===== config.mk =====
export PLATFORM = sky130hd
export DESIGN_NAME = cbor_item_head_encoder
export DESIGN_NICKNAME = d
export VERILOG_FILES = /design/src/sv/cbih_pkg.sv /design/src/sv/cbor_item_head_encoder.sv /design/src/sv/cbih_front.sv /design/src/sv/cbih_fifo.sv /design/src/sv/cbih_back.sv
export SDC_FILE = /design/constraint.sdc
export NUM_CORES = 1
export LEC_CHECK = 0
export ABC_AREA = 1
export ABC_CLOCK_PERIOD_IN_PS = 7350
export BUFFER_PORTS_ARGS = -buffer_cell sky130_fd_sc_hd__buf_2
export CAP_MARGIN = 20
export CORE_ASPECT_RATIO = 1.2
export CORE_UTILIZATION = 51
export DETAILED_ROUTE_END_ITERATION = 10
export GPL_ROUTABILITY_DRIVEN = 0
export PLACE_DENSITY_LB_ADDON = 0.15
export SETUP_SLACK_MARGIN = 0.02
export SYNTH_ARGS = -nofsm -noshare
export SYNTH_HDL_FRONTEND = slang
export SYNTH_HIERARCHICAL = 1
export SYNTH_SLANG_ARGS = --single-unit

===== constraint.sdc =====
create_clock -name clk -period 7.35 [get_ports clk]
set_input_delay 0.3675 -clock clk [delete_from_list [all_inputs] [get_ports clk]]
set_output_delay 0.3675 -clock clk [all_outputs]
set_load 0.03 [all_outputs]

===== src/sv/cbih_pkg.sv =====
`timescale 1ns / 1ps
package cbih_pkg;

  localparam int QueueDepth = 2;
  localparam int MaxBytes   = 10;
  localparam int CntW       = 4;
  localparam int SeqW       = 8 * MaxBytes;

  typedef enum logic [1:0] {
    ACT_HEAD = 2'd0,
    ACT_NEG  = 2'd1,
    ACT_RAW  = 2'd2,
    ACT_WRAP = 2'd3
  } action_t;

  localparam logic [4:0] INFO_1B    = 5'h18;
  localparam logic [4:0] INFO_2B    = 5'h19;
  localparam logic [4:0] INFO_4B    = 5'h1a;
  localparam logic [4:0] INFO_8B    = 5'h1b;
  localparam logic [7:0] BSTR_BASE  = 8'h40;
  localparam logic [2:0] MT_UINT    = 3'd0;
  localparam logic [2:0] MT_NINT    = 3'd1;

  // one queued item: bytes left-aligned, first byte in the top lane
  typedef struct packed {
    logic [SeqW-1:0] seq;
    logic [CntW-1:0] cnt;
  } entry_t;

endpackage


===== src/sv/cbor_item_head_encoder.sv =====
`timescale 1ns / 1ps
// CBOR head encoder: each accepted item becomes 0 to 10 output words, one byte
// each, with out_last on the final byte of the item. The input side classifies
// an item in the cycle it is taken and queues it; it accepts one item per cycle
// while the queue has room. The byte serializer drains one byte per cycle while
// out_ready is high, so raw bytes and single-byte heads sustain one item per
// cycle; a longer item holds the serializer until its last byte is taken. A
// negative of zero is accepted and produces no word.
module cbor_item_head_encoder #(
  parameter int QDepth = cbih_pkg::QueueDepth
) (
  input  logic        clk,
  input  logic        rst_n,
  input  logic        in_valid,
  output logic        in_ready,
  input  logic [1:0]  in_action,
  input  logic [2:0]  in_major_type,
  input  logic [63:0] in_argument,
  input  logic [7:0]  in_raw_byte,
  output logic        out_valid,
  input  logic        out_ready,
  output logic [7:0]  out_byte,
  output logic        out_last
);
  import cbih_pkg::*;

  entry_t push_entry;
  entry_t rd_entry;
  logic   push;
  logic   full;
  logic   rd_valid;
  logic   pop;

  assign in_ready = !full;

  cbih_front u_front (
    .in_valid      (in_valid),
    .in_ready      (in_ready),
    .in_action     (in_action),
    .in_major_type (in_major_type),
    .in_argument   (in_argument),
    .in_raw_byte   (in_raw_byte),
    .push          (push),
    .push_entry    (push_entry)
  );

  cbih_fifo #(.Depth(QDepth)) u_fifo (
    .clk        (clk),
    .rst_n      (rst_n),
    .push       (push),
    .push_entry (push_entry),
    .full       (full),
    .rd_valid   (rd_valid),
    .pop        (pop),
    .rd_entry   (rd_entry)
  );

  cbih_back u_back (
    .clk       (clk),
    .rst_n     (rst_n),
    .rd_valid  (rd_valid),
    .rd_entry  (rd_entry),
    .pop       (pop),
    .out_valid (out_valid),
    .out_ready (out_ready),
    .out_byte  (out_byte),
    .out_last  (out_last)
  );

endmodule


===== src/sv/cbih_front.sv =====
`timescale 1ns / 1ps
module cbih_front (
  input  logic                  in_valid,
  input  logic                  in_ready,
  input  logic [1:0]            in_action,
  input  logic [2:0]            in_major_type,
  input  logic [63:0]           in_argument,
  input  logic [7:0]            in_raw_byte,
  output logic                  push,
  output cbih_pkg::entry_t      push_entry
);
  import cbih_pkg::*;

  action_t         act;
  logic [63:0]     v;
  logic [2:0]      mt;
  logic [4:0]      info;
  logic [CntW-1:0] nb;
  logic [CntW-1:0] hlen;
  logic [63:0]     argb;
  logic [71:0]     head;
  logic            drop;

  assign act  = action_t'(in_action);
  assign drop = (act == ACT_NEG) && (in_argument == 64'd0);
  assign v    = (act == ACT_NEG) ? (in_argument - 64'd1) : in_argument;

  always_comb begin
    unique case (act)
      ACT_HEAD: mt = in_major_type;
      ACT_NEG:  mt = MT_NINT;
      default:  mt = MT_UINT;
    endcase
  end

  always_comb begin
    priority if (v < 64'd24) begin
      info = v[4:0];
      nb   = CntW'(0);
      argb = '0;
    end else if (v[63:8] == '0) begin
      info = INFO_1B;
      nb   = CntW'(1);
      argb = {v[7:0], 56'd0};
    end else if (v[63:16] == '0) begin
      info = INFO_2B;
      nb   = CntW'(2);
      argb = {v[15:0], 48'd0};
    end else if (v[63:32] == '0) begin
      info = INFO_4B;
      nb   = CntW'(4);
      argb = {v[31:0], 32'd0};
    end else begin
      info = INFO_8B;
      nb   = CntW'(8);
      argb = v;
    end
  end

  assign hlen = nb + CntW'(1);
  assign head = {mt, info, argb};

  always_comb begin
    unique case (act)
      ACT_RAW: begin
        push_entry.seq = {in_raw_byte, 72'd0};
        push_entry.cnt = CntW'(1);
      end
      ACT_WRAP: begin
        push_entry.seq = {BSTR_BASE + {4'd0, hlen}, head};
        push_entry.cnt = hlen + CntW'(1);
      end
      default: begin
        push_entry.seq = {head, 8'd0};
        push_entry.cnt = hlen;
      end
    endcase
  end

  // negative of zero is taken but yields no word
  assign push = in_valid && in_ready && !drop;

endmodule


===== src/sv/cbih_fifo.sv =====
`timescale 1ns / 1ps
module cbih_fifo #(
  parameter int Depth = cbih_pkg::QueueDepth
) (
  input  logic             clk,
  input  logic             rst_n,
  input  logic             push,
  input  cbih_pkg::entry_t push_entry,
  output logic             full,
  output logic             rd_valid,
  input  logic             pop,
  output cbih_pkg::entry_t rd_entry
);
  import cbih_pkg::*;

  localparam int AW = (Depth > 1) ? $clog2(Depth) : 1;
  localparam int CW = $clog2(Depth + 1);

  entry_t        mem [Depth];
  logic [AW-1:0] wp_r, wp_nxt, rp_r, rp_nxt;
  logic [CW-1:0] cnt_r, cnt_nxt;

  assign full     = (cnt_r == CW'(Depth));
  assign rd_valid = (cnt_r != '0);
  assign rd_entry = mem[rp_r];

  always_comb begin
    wp_nxt  = wp_r;
    rp_nxt  = rp_r;
    cnt_nxt = cnt_r;
    if (push) begin
      wp_nxt = (wp_r == AW'(Depth - 1)) ? '0 : wp_r + AW'(1);
    end
    if (pop) begin
      rp_nxt = (rp_r == AW'(Depth - 1)) ? '0 : rp_r + AW'(1);
    end
    if (push && !pop) begin
      cnt_nxt = cnt_r + CW'(1);
    end else if (pop && !push) begin
      cnt_nxt = cnt_r - CW'(1);
    end
  end

  always_ff @(posedge clk) begin
    if (!rst_n) begin
      wp_r  <= '0;
      rp_r  <= '0;
      cnt_r <= '0;
    end else begin
      wp_r  <= wp_nxt;
      rp_r  <= rp_nxt;
      cnt_r <= cnt_nxt;
    end
  end

  always_ff @(posedge clk) begin
    if (push) begin
      mem[wp_r] <= push_entry;
    end
  end

  a_no_overflow: assert property (@(posedge clk) disable iff (!rst_n)
    !(push && full)) else $error("queue write while full");
  a_no_underflow: assert property (@(posedge clk) disable iff (!rst_n)
    !(pop && !rd_valid)) else $error("queue read while empty");
  a_cnt_track: assert property (@(posedge clk) disable iff (!rst_n)
    (push && !pop) |=> (cnt_r == $past(cnt_r) + CW'(1)))
    else $error("queue count lost a write");

endmodule


===== src/sv/cbih_back.sv =====
`timescale 1ns / 1ps
module cbih_back (
  input  logic             clk,
  input  logic             rst_n,
  input  logic             rd_valid,
  input  cbih_pkg::entry_t rd_entry,
  output logic             pop,
  output logic             out_valid,
  input  logic             out_ready,
  output logic [7:0]       out_byte,
  output logic             out_last
);
  import cbih_pkg::*;

  logic [SeqW-1:0] seq_r, seq_nxt;
  logic [CntW-1:0] cnt_r, cnt_nxt;
  logic            take;
  logic            free;

  assign out_valid = (cnt_r != '0);
  assign out_byte  = seq_r[SeqW-1 -: 8];
  assign out_last  = (cnt_r == CntW'(1));
  assign take      = out_valid && out_ready;
  assign free      = !out_valid || (out_last && out_ready);
  assign pop       = rd_valid && free;

  always_comb begin
    seq_nxt = seq_r;
    cnt_nxt = cnt_r;
    if (pop) begin
      seq_nxt = rd_entry.seq;
      cnt_nxt = rd_entry.cnt;
    end else if (take) begin
      seq_nxt = {seq_r[SeqW-9:0], 8'd0};
      cnt_nxt = cnt_r - CntW'(1);
    end
  end

  always_ff @(posedge clk) begin
    if (!rst_n) begin
      cnt_r <= '0;
    end else begin
      cnt_r <= cnt_nxt;
    end
  end

  always_ff @(posedge clk) begin
    seq_r <= seq_nxt;
  end

  a_cnt_range: assert property (@(posedge clk) disable iff (!rst_n)
    cnt_r <= CntW'(MaxBytes)) else $error("byte count out of range");
  a_load_only_free: assert property (@(posedge clk) disable iff (!rst_n)
    pop |-> (!out_valid || (out_last && out_ready)))
    else $error("load over pending word");

endmodule

Yosys cells after proc, flatten, opt, wreduce, memory -nomap -nowiden
Memory sizes are Yosys's and may differ from the RTL's. A register that Yosys moved wholly into a read port is not among the register bits.
Cells that the tools add are included.
{"block": "totals", "ff_bits": 88, "mem_bits_rw": 168, "out_inout_bits": 11, "n_memories": 1}
{"memory": "u_fifo.mem", "words": 2, "word_bits": 84, "rd": 1, "rd_clocked_by_memory_dff": 1, "wr": 1, "line": "cbih_fifo.sv:19", "text": "entry_t mem [Depth];"}
{"block": "classes", "n_addsub": 9, "magnitude_cmp": 1, "eq_ne": 5, "mux": 27, "reduce_logical": 23}
{"cell": "$mux 64", "count": 5}
{"cell": "$pmux 84 s2", "count": 1}
{"cell": "$mux 80", "count": 2}
{"cell": "$logic_not 64->1", "count": 1}
{"cell": "$lt 64x5->1 const B", "count": 1}
{"cell": "$sub 64x1->64 const B", "count": 1}
{"cell": "$logic_not 56->1", "count": 1}
{"cell": "$logic_not 48->1", "count": 1}
{"cell": "$logic_not 32->1", "count": 1}
{"cell": "$mux 4", "count": 6}
{"cell": "$mux 5", "count": 3}
{"cell": "$add 4x1->4 const B", "count": 2}
{"cell": "$add 7x4->8 const A", "count": 1}
{"cell": "$logic_and 1x1->1", "count": 8}
{"cell": "$mux 1", "count": 7}
{"cell": "$eq 2x2->1 const B", "count": 3}
{"cell": "$pmux 3 s2", "count": 1}
{"cell": "$reduce_bool 2->1", "count": 3}
{"cell": "$logic_not 1->1", "count": 5}
{"cell": "$eq 4x1->1 const B", "count": 1}
{"cell": "$mux 2", "count": 2}
{"cell": "$reduce_bool 4->1", "count": 1}
{"cell": "$sub 4x1->4 const B", "count": 1}
{"cell": "$add 1x1->1 const B", "count": 2}
{"cell": "other kinds (5)", "count": 5}

Logic depth before layout (Yosys ltp)
Gate-level depths: netlist of the first run.
{"block": "logic_depth", "ltp_word": 10, "mapped_depth": 27}

Hierarchy
Netlist of the first run, hierarchy kept.
{"module": "cbih_fifo", "n_inst": 1, "cells_per_inst": 296, "area_each_um2": 6532.5, "seq_area_each_um2": 5144.9}
{"module": "cbih_front", "n_inst": 1, "cells_per_inst": 1029, "area_each_um2": 4678.2, "seq_area_each_um2": 0.0}
{"module": "cbih_back", "n_inst": 1, "cells_per_inst": 388, "area_each_um2": 3803.6, "seq_area_each_um2": 2482.4}
{"module": "cbor_item_head_encoder", "n_inst": 1, "cells_per_inst": 1, "area_each_um2": 3.8, "seq_area_each_um2": 0.0}

Worst setup path after synthesis of the first run
No wires, ideal clock.
{"block": "synth_timing", "kind": "input-to-reg", "startpoint": "input port in_argument[0]", "endpoint": "memory u_fifo/mem[0][0] (netlist bit) (enable)", "setup_time_ns": 0.529, "t_arrival_ns": 4.890, "slack_ns": 1.931, "path_stages": 15, "path_cell_list": "inv_2 > ha_1 > inv_1 > nor2_1 > nand2_1 > nor2_1 > nand2_1 > nor2_4 > nand2_1 > nor2_2 > nand2_1 > nand3_1 > inv_1 > inv_1 > nor2_1"}
{"block": "synth_between", "elab_chain_len": 6}
{"item": "from (decl)", "line": "cbor_item_head_encoder.sv:18", "text": "input logic [63:0] in_argument,"}
{"item": "$logic_not 64->1", "line": "cbih_front.sv:25", "text": "assign drop = (act == ACT_NEG) && (in_argument == 64'd0);"}
{"item": "$logic_and 1x1->1", "line": "cbih_front.sv:25"}
{"item": "$logic_not 1->1", "line": "cbih_front.sv:81", "text": "assign push = in_valid && in_ready && !drop;"}
{"item": "$logic_and 1x1->1", "line": "cbih_front.sv:81"}
{"item": "net push", "line": "cbor_item_head_encoder.sv:29", "text": "logic push;"}
{"item": "$mux 1", "line": "cbih_fifo.sv:57", "text": "if (push) begin"}
{"item": "$mux 1 (not written as such)", "line": "cbih_fifo.sv:58", "text": "mem[wp_r] <= push_entry;"}
{"item": "to (decl)", "line": "cbih_fifo.sv:19"}
The timed path passes the listed nets, and every way through them passes these cells.

==> metrics, run 1 <==
Worst Path Required 7.59 ns; Nets 1873; CTS Sinks between 200 and 300; placed insts 2142; final hold vios 0; non-filler cells, final between 2000 and 2500; Final Setup Violations 0; Mapped Area 15000 sq um; postcts setup bufs 0; die width 159 microns; Placed Instance Area between 15000 and 20000 sq um; layout cells sized above 1 16.4%; routed wl met3 2.64 mm; clk slew on worst S/H paths 0.06 ns; CORE AREA approximately 29000 sq um; maximum root-to-sink buffer count 3; Critical Path AT 4.04 ns; total inserted antenna cells 0; H-tree depth 1; HPWL after DPL 30.8 mm; Synth top area share 49.6%; post-synthesis mux area share 7.80%; number of detailed-route iterations in the first pass 6; die area 30100 sq um; vias in the first global route approximately 12000; Post-synth EDFFs 248; Mean Syn Cell Area slightly below 9 sq um; worst-path maximum fanout 51; # rows 68; DR top layer met4; DRT iter0 DRCs 1226; CTS tree yes; status completed; synth-to-layout area growth 10.1%; Async SR Flop Fraction 0%; VDD IR-drop max 0.251 mV; post-route cell area 16500 sq um; clock root cell clkbuf_16; Power Density roughly 340 nW/um^2; Multi-input gate area 6350 sq um; antenna violations before repair 0; max cap viols 0; DRT antenna net count 0; Tmin final 3.79 ns; die height 190 microns; vias per cell 5.50; Total Power 5.66 mW; Synth area leaders edfxtp_1 50%, nand2_1 16%, mux2_4 6.0%, nor2_1 5.1%, inv_1 3.8%; Synth cell types 42; XOR/XNOR share of the synthesized area 1.22%; Worst Hold Class primary input to flip-flop; CTS Buf Count 26; GR Overflow Total 0; # hold bufs at CTS 0; Setup TNS 0 ns; most frequent cells after synthesis 627 x nand2_1, 248 x edfxtp_1, 206 x nor2_1; Final Max Slew Viols 0; first-pass GRT wire length between 60 and 70 mm; # DRC 0; clk_lat worst skew 0.53 ns; simple logic cell fraction of the synthesized area between 20 and 30%; leading area contributor after synthesis edfxtp_1; WL met2 18.8 mm; via count 12000; final period utilization 51.6%; met1 WL between 15 and 20 mm; Post-Synthesis Net Count 1801; port bufs 91; Fill cells about 2600; largest net degree at the start of global routing 52; post-synthesis adder-cell area fraction 0.500%; Reg area 7630 sq um; Crit. End Element flip-flop; starting density of the core 52.1%; main combinational cell family by area after synthesis simple AND/OR/NAND/NOR gates; gr usage total 27.9%; predominant post-synthesis flop cell edfxtp_1; top-count cell post-synth nand2_1; Synth Area in Compound Gates 3.89%; CP Launch Type primary input; Final Hold Slack roughly 0.15 ns; fin worst setup slack approximately 3.6 ns; Util after Layout 57.3%; post-CTS sizing 0; Worst-Margin Slew 0.968 ns; Worst slew margin between 30 and 40%; register bit total from synthesis 257; Wirelength per Cell 18.6 microns; pre-CTS setup slack 3.15 ns; Ports 92; Static Leak 7.07 nW; synthesized instance count 1714; RSZ-0062 raised after global routing false; sequential share of the synthesized area 50.8%; final WL 40.8 mm; Ys Warns 6; Max Freq 264 MHz; Setup CP Type primary input to flip-flop; Final Skew 0.0208 ns
==> per-layer routing <==
metal | vias up | track usage [%]
met1 | 5539 | 35.8
li1 | 5763 | -
met2 | 578 | 44.9
met3 | 168 | 3.62
met4 | 0 | 16.8
met5 | - | 0
==> report_power, final <==
group / total (mW) / internal [mW] / switching (mW)
Combinational: 1.89 / 0.637 / 1.25
Clock: 1.35 / 0.805 / 0.541
Sequential: 2.43 / 2.28 / 0.152
Total: 5.66 / 3.72 / 1.94
==> path summary, 6_finish.rpt <==
check / from / end / slack (ns) / cells after the start
max: in_action[1] / u_fifo/mem[0][46] / 3.56 / 18
min reg2reg: u_back/cnt_r[1] / u_back/cnt_r[1] / 0.50 / 2
max reg2reg: u_fifo/cnt_r[1] / u_fifo/mem[0][14] / 4.70 / 9
min: rst_n / u_fifo/cnt_r[1] / 0.15 / 3
==> cell usage in the layout, fill, tap and decap left out, drive strengths merged, types with 9 or more instances in the layout <==
cell type	netlist	layout
clkbuf	14	39
o21ai	47	47
mux2	84	84
buf	46	104
inv	165	165
nand4	28	28
nand2	640	640
nor2	235	235
nand3	97	97
xor2	18	18
o22ai	26	26
a21oi	16	16
edfxtp	248	248
dfxtp	9	9
==> flip-flops by register name, summed over array words and instances, names as in the netlist, named ones only <==
register / flops
u_back/cnt_r: 4
u_back/seq_r: 80
u_fifo/mem: 168
u_fifo/rp_r: 1
u_fifo/wp_r: 1
u_fifo/cnt_r: 2
==> cells by family after synthesis <==
| family | after synthesis |
|---|---|
| compound gates | 101 |
| xor+xnor | 21 |
| fa+ha+maj | 6 |
| buf+inv | 226 |
| flops | 257 |
| mux | 84 |
| simple gates | 1019 |
==> cell type report <==
cell class,count,area share [%]
Sequential cell,257,46.1
Multi-Input combinational cell,1231,38.4
Clock buffer,39,4.72
Inverter,166,3.81
Timing Repair Buffer,104,3.40
Tap cell,385,2.91
Clock inverter,9,0.620
==> worst max-delay path, cell delays in order <==
cell     delay, ns
buf_2         0.10
buf_4         0.29
inv_4         0.37
nand2_4       0.15
nor2_1        0.19
nand2_1       0.13
nor2_4        0.27
nand3_1       0.11
nand2_1       0.11
nand3_1       0.12
nor2_1        0.17
nand2_1       0.09
nor2_2        0.21
nand2_2       0.46
inv_2         0.47
nand2_1       0.09
a21oi_1       0.20
o21ai_1       0.11
Note: power is estimated with default switching activity, not from simulation.
==> run 2, diff against run 1 <==
- ABC_AREA: 1 -> 0
- ABC_CLOCK_PERIOD_IN_PS: 7350 -> 3820
- clock period: 7.35 -> 3.82 ns (I/O delays scaled with it)
==> run 2 against run 1 <==
Net effect:
- the flow now finishes with violations (design-rule violations)
- register-to-register slack got worse by 3.5 ns
- sequential power rose by 84%
- clock power rose by 80%
- via count fell by 9.6%
- total power rose by 81%
- die area fell by 8.3%
- utilization rose by 6.8 points
- first-iteration DRC count fell by 24%
- routed wire length fell by 2.2%
- non-clock buffer count rose by 204
- combinational power rose by 79%
- synthesized cell count fell by 30%
- critical path type unchanged
- critical endpoint is now u_fifo/mem[1][55]
- largest power group unchanged
==> metrics, run 2 <==
Synth cell types 81 (+93%); total inserted antenna cells 0 (unchanged); die height 182 microns (-4.2%); number of detailed-route iterations in the first pass 8 (+2); Worst Hold Class primary input to flip-flop; register bit total from synthesis 257 (unchanged); CTS tree yes; Synth top area share 54.1% (+4.5 points); biggest regs u_fifo/mem (168), u_back/seq_r (80), u_back/cnt_r (4); HPWL after DPL 29.5 mm (-4.2%); GR Overflow Total 0 (unchanged); CTS Sinks 257 (unchanged); die width 152 microns (-4.2%); Ports 92 (unchanged); most frequent cells after synthesis 257 x nand2_1, 248 x edfxtp_1, 61 x mux2_4; Max Freq 271 MHz; final hold vios 0 (unchanged); Worst slew margin 29.4% (-6.0 points); commonest cells after routing, fill and taps aside 257 x nand2_1, 248 x edfxtp_1, 207 x buf_4, 91 x buf_2, 61 x mux2_4; Async SR Flop Fraction 0% (unchanged); Ys Warns 6 (unchanged); Synth area leaders edfxtp_1 54%, nand2_1 7.0%, mux2_4 6.7%, o22ai_1 2.2%, xnor2_1 2.2%; gr usage total 28.9% (+0.98 points); max reg flops 168 (unchanged); Post-Synthesis Net Count 1292 (-28%); Static Leak 6.57 nW (-7.2%); layout cells sized above 1 33.1% (+17 points); leading area contributor after synthesis edfxtp_1; status finished, violations left; Total Power 10.3 mW (+81%); largest reg by FF count u_fifo/mem; final WL 40.0 mm (-2.2%); final period utilization just under 100%; die area 27600 sq um (-8.3%); sequential share of the synthesized area 55.4% (+4.6 points); DRT antenna net count 0 (unchanged); Mapped Area 13800 sq um (-8.4%); CP Launch Type primary input; Mean Syn Cell Area 11.4 sq um (+30%); Post-synth EDFFs 248 (unchanged); clock root cell clkbuf_16; crit path cell chain buf_2, or4_4, or4b_4, or4_4, buf_4, nor4_1, nor3_2, nand4_1, or4_4, buf_6, buf_4, nor3_2, nor3_1, o22ai_1, buf_4; Multi-input gate area 5850 sq um (-7.9%); first-pass GRT wire length 60.7 mm (-3.8%); max cap viols 0 (unchanged); Final Setup Violations 0 (unchanged); via count 10900 (-9.6%); Setup CP Type primary input to flip-flop; Tmin final 3.69 ns; clk slew on worst S/H paths 0.06 ns (about the same); Largest stage delay, worst path 0.58 ns (+0.11 ns); fin worst setup slack 0.127 ns (-3.43 ns); Power Density 606 nW/um^2 (+77%); CTS Buf Count 25 (-3.8%); CORE AREA 26400 sq um (-8.4%); post-route cell area 17000 sq um (+2.6%); pre-CTS setup slack -0.512 ns (-3.66 ns); Nets 1559 (-17%); starting density of the core 52.1% (about the same); H-tree depth 1 (unchanged); Slowest-stage cell, CP or4b_4; Crit. End Element flip-flop; Reg area 7630 sq um (unchanged); largest net degree at the start of global routing 85 (+63%); Placed Instance Area 16000 sq um (+2.4%); VDD IR-drop max 0.547 mV (+120%); Final Skew 0.0141 ns (-0.00668 ns); failing checks design-rule violations; Wirelength per Cell 21.9 microns (+17%); clk_lat worst skew 0.52 ns (about the same); Worst-Margin Slew 1.06 ns (+0.0884 ns); Critical Path AT 3.96 ns (-0.08 ns); maximum root-to-sink buffer count 3 (unchanged); commonest non-fill, non-tap cell in the layout nand2_1; Fill cells 2086 (-20%); RSZ-0062 raised after global routing true; # rows 65 (-4.4%); antenna violations before repair 1 (+1); top-count cell post-synth nand2_1; worst-path maximum fanout 20 (-61%); predominant post-synthesis flop cell edfxtp_1; synthesized instance count 1205 (-30%); Final Max Slew Viols 0 (unchanged); DRT iter0 DRCs 937 (-24%); # DRC 6 (+6); vias per cell 5.97 (+8.6%); vias in the first global route 10800 (-6.3%); port bufs 91 (unchanged); synth-to-layout area growth 23.3%; Worst Path Required 4.09 ns (-3.50 ns)
## run 2: cell types whose count changed after synthesis, moves of 20 or more
cell,delta
nor3_1,+29
o22ai_1,+23
xnor2_1,+32
nand2_1,-370
nor2_1,-150
nand3_1,-68
inv_1,-133
or3_1,+20
nor4_1,+32
## run 2: path summary, 6_finish.rpt
check / from / end / slack, ns / depth (start not counted)
max: in_argument[23] / u_fifo/mem[1][55] / 0.13 / 15
min: in_raw_byte[2] / u_fifo/mem[1][78] / 0.01 / 2
max reg2reg: u_fifo/cnt_r[0] / u_fifo/mem[0][25] / 1.16 / 6
min reg2reg: u_fifo/cnt_r[1] / u_fifo/cnt_r[1] / 0.50 / 2
## run 2: layout make-up
class	count	area share, %
sequential	257	45.0
multi-input combinational	860	34.5
timing repair buffer	308	12.9
clock buffer	29	3.78
tap	335	2.47
clock inverter	16	0.944
inverter	20	0.443
## run 2: power by group
group	internal [mW]	switching, mW
sequential	4.25	0.206
clock	1.41	1.02
combinational	1.26	2.13
## run 2: kinds of logic after synthesis
family	share of synthesized area, %
adder cells (fa/ha/maj)	0.546
buffers and inverters	3.58
flip-flops	55.4
AND/OR/NAND/NOR	18.7
AO/OA/AOI/OAI	9.22
multiplexers	8.77
XOR/XNOR	3.76
## run 2: worst max-delay path, delay by kind of cell
kind / cells / cell delay [ns]
AO/OA/AOI/OAI: 1 / 0.13
buffers and inverters: 5 / 0.91
AND/OR/NAND/NOR: 9 / 2.74
## run 2: what timing repair did
item                                    in CTS  in global routing
hold buffers                                 1                  0
buffers inserted                             0                  3
endpoints found under the setup margin       2                142
endpoints found under the hold margin        1                  0
resized for setup                            1                 22
pin swaps                                    0                 13
## run 2: through the flow
stage	TNS [ns]	hold WS [ns]	utilization, %	std cells
global route	0	0.0145	64.2	1825
global placement	-55.25	0.476	60.6	1776
finish	0	0.0140	64.2	1825
floorplan	-19.33	0.309	-	1205
CTS	0	0.00197	63.6	1822
detailed placement	-61.99	0.497	60.6	1776
## run 2: per-layer routing
metal	up-vias	routed length, microns	global-route usage (%)
met3	156	3260	4.89
met2	594	18700	47.9
met5	-	12	0
li1	5016	-	-
met4	2	2420	16.5
met1	5126	15600	35.9
==> run 3, diff against run 2 <==
- SYNTH_HIERARCHICAL: 1 -> not set
==> run 3 against run 2 <==
Net effect:
- the run now ends clean
- non-clock buffer count is 46 lower
- final cell count is 8.1% lower
- clock-buffer cell count is 3 higher
- via count is 4.9% lower
- highest routed layer is now met4
==> metrics, run 3 <==
status completed; RSZ-0062 raised after global routing false; DRT iter0 DRCs 892 (-4.8%); largest reg by FF count u_fifo.mem; combinational group share of total power 28.1% (-4.9 points); Post-synth EDFFs 248 (unchanged); Mapped Area 13100 sq um (-4.9%); clk_lat worst skew 0.52 ns (about the same); total inserted antenna cells 0 (unchanged); first-pass GRT wire length 56.5 mm (-6.9%); post-route cell area 16100 sq um (-5.0%); Async SR Flop Fraction 0% (unchanged); Util after Layout 64.5% (+0.30 points); port bufs 91 (unchanged); HPWL after DPL 27.4 mm (-7.3%); Final Skew 0.00843 ns (-0.00571 ns); Setup CP Type primary input to flip-flop; leading area contributor after synthesis edfxtp_1; # rows 63 (-3.1%); commonest cells after routing, fill and taps aside 248 x edfxtp_1, 156 x buf_4, 114 x nand2_1, 104 x o21ai_0, 91 x buf_2; Worst-Margin Slew 0.834 ns (-0.222 ns); synth-to-layout area growth 23.2%; CTS Sinks 257 (unchanged); Final Hold Slack 0.0213 ns (+0.00725 ns); final period utilization 93.6% (-3.1 points); crit path buf inv count 1 (-4); sequential share of the synthesized area 58.3% (+2.9 points); GR met2 Demand/Resource 46.4% (-1.5 points); met3 usage 4.58% (-0.32 points); max cap viols 0 (unchanged); Ys Warns 0 (-6); Fill cells 1911 (-8.4%); DRT antenna net count 0 (unchanged); CTS Buf Count 26 (+4.0%); predominant post-synthesis flop cell edfxtp_1; Synth area leaders edfxtp_1 57%, mux2i_1 6.7%, o21ai_0 4.0%, nand2_1 3.3%, xnor2_1 2.7%; gr usage total 28.6% (-0.29 points); Nets 1420 (-8.9%); largest net degree at the start of global routing 88 (+3.5%); CTS tree yes; Post-Synthesis Net Count 1198 (-7.3%); switch share 31.7% (-0.96 points); Worst Path Required 4.21 ns (+0.12 ns); Multi-input gate area 5220 sq um (-11%); synthesized instance count 1111 (-7.8%); via count 10400 (-4.9%); Power Density 617 nW/um^2 (+1.8%); worst-path maximum fanout 5 (-75%); layout cells sized above 1 25.2% (-7.9 points); die width 148 microns (-2.5%); number of detailed-route iterations in the first pass 6 (-2); Top Family by Delay on Critical Path simple AND/OR/NAND/NOR gates; Final Max Slew Viols 0 (unchanged); final hold vios 0 (unchanged); Setup TNS 0 ns (unchanged); commonest non-fill, non-tap cell in the layout edfxtp_1; Max Freq 280 MHz (+3.3%); max reg flops 168 (unchanged); VDD IR-drop max 0.486 mV (-11%); # DRC 0 (-6); die area 26300 sq um (-4.9%); postcts setup bufs 0 (unchanged); vias in the first global route 9956 (-8.0%); Worst Hold Class primary input to flip-flop; Mean Syn Cell Area 11.8 sq um (+3.1%); Psw 3.15 mW (-6.1%); CP Launch Type primary input; clock root cell clkbuf_16; Final Setup Violations 0 (unchanged); Ports 92 (unchanged); internal cell power 6.79 mW (-1.9%); starting density of the core 52.4% (+0.30 points); Slowest-stage cell, CP nor4_1; routing usage on met1 35.7% (-0.24 points); vias per cell 6.18 (+3.5%); Worst slew margin 44.4% (+15 points); CORE AREA 25000 sq um (-5.5%); maximum root-to-sink buffer count 3 (unchanged); Synth cell types 75 (-7.4%); top-count cell post-synth edfxtp_1; Tmin final 3.58 ns (-0.117 ns); most utilized layer in the global route result met2; most frequent cells after synthesis 248 x edfxtp_1, 114 x nand2_1, 105 x o21ai_0; Crit path top cell by count nand4_1; Reg area 7630 sq um (unchanged); crit path cell chain buf_2, nor4_1, nand4_1, nor4_2, xnor2_1, nand4_1, a2111o_1, nor4_4, and3_1, ha_4, o21ai_1, mux2_2, o211ai_1, a31o_2; Synth top area share 56.9% (+2.8 points); sequential share of power 45.8% (+2.4 points); final WL 37.2 mm (-6.9%); clk slew on worst S/H paths 0.06 ns (about the same); biggest regs u_fifo.mem (168), u_back.seq_r (80), u_back.cnt_r (4); register bit total from synthesis 257 (unchanged); GR Overflow Total 0 (unchanged); Placed Instance Area 15200 sq um (-4.9%); Wirelength per Cell 22.2 microns (+1.3%); die height 177 microns (-2.5%); antenna violations before repair 0 (-1); Static Leak 5.67 nW (-14%); Largest stage delay, worst path 0.47 ns (-0.11 ns); clock power share 26.2% (+2.6 points); H-tree depth 1 (unchanged); Crit. End Element flip-flop; Critical Path AT 3.96 ns (about the same)
==> run 3: cell count changes in the layout (fill, tap and decap cells not counted), moves of 7 or more <==
| cell | delta |
|---|---|
| a21boi_0 | +10 |
| and2_1 | -7 |
| buf_4 | -51 |
| inv_1 | -8 |
| mux2_2 | -22 |
| mux2_4 | -61 |
| mux2i_1 | +86 |
| nand2_1 | -143 |
| nor3_1 | -8 |
| nor4_1 | +19 |
| o21ai_0 | +80 |
| o221ai_1 | +9 |
| or2_2 | -7 |
==> run 3: repair_timing <==
| action | CTS | global route |
|---|---|---|
| gates resized for setup | 0 | 1 |
| setup endpoints to repair | 0 | 2 |
| hold buffers | 1 | 0 |
| hold endpoints to repair | 3 | 0 |
==> run 3: final timing paths <==
kind                       endpoint             from  slack (ns)  depth (start not counted)
hold reg to reg     u_back.cnt_r[1]  u_back.cnt_r[1]        0.51                          2
hold / removal    u_fifo.mem[0][80]   in_raw_byte[4]        0.02                          3
setup / recovery   u_fifo.mem[1][3]  in_argument[26]        0.24                         14
setup reg to reg    u_fifo.cnt_r[1]  u_back.cnt_r[0]        1.32                          8
==> run 3: final cells by class <==
type | instances | area share, %
clock buffers | 32 | 4.31
well taps | 325 | 2.52
inverters | 12 | 0.280
clock inverters | 16 | 1.16
multi-input cells | 774 | 32.4
repair buffers | 262 | 11.9
flip-flops and latches | 257 | 47.4
==> run 3: layer usage <==
metal  wire length, microns  up-vias  share of wire [%]
met5                      0        -                  0
met2                  17300      524                 46
met3                   2720      150                7.3
li1                       -     4745                  -
met1                  14600     4945                 39
met4                   2600        0                7.0
==> run 3: power by group through the flow <==
stage	Sequential [mW]	Clock (mW)	Combinational [mW]
after CTS	4.56	2.63	2.81
after detailed placement	4.61	0	2.79
after floorplan	4.49	0	1.95
after global routing	4.62	2.75	3.07
final	4.55	2.60	2.79
after global placement	4.58	0	2.72
==> run 3: cells by family (layout without fill, tap and decap cells) <==
kind of cell               Yosys count  count (layout)  share of synthesized area, %
buffers and inverters               80             322                          2.74
adders and majority gates            6               6                         0.574
DFF                                257             257                          58.3
and+or+nand+nor                    374             374                          15.8
muxes                               90              90                          6.90
AOI/OAI and AO/OA                  242             242                          11.5
xor gates and xnor gates            62              62                          4.15
==> run 3: worst reg2reg max path, delay by kind of cell (launching register included) <==
family                     cells  cell delay, ns
buffers and inverters          1            0.09
adders and majority gates      2            0.60
DFF                            1            0.37
AOI/OAI and AO/OA              2            0.33
and+or+nand+nor                3            1.04
==> run 3: through the flow <==
stage / worst slack [ns] / std cells / total power [mW]
final: 0.245 / 1678 / 9.94
after global routing: 0.126 / 1678 / 10.4
after CTS: 0.166 / 1678 / 10.0
after detailed placement: -0.370 / 1629 / 7.41
after global placement: -0.288 / 1628 / 7.30
after floorplan: 0.0176 / 1111 / 6.44
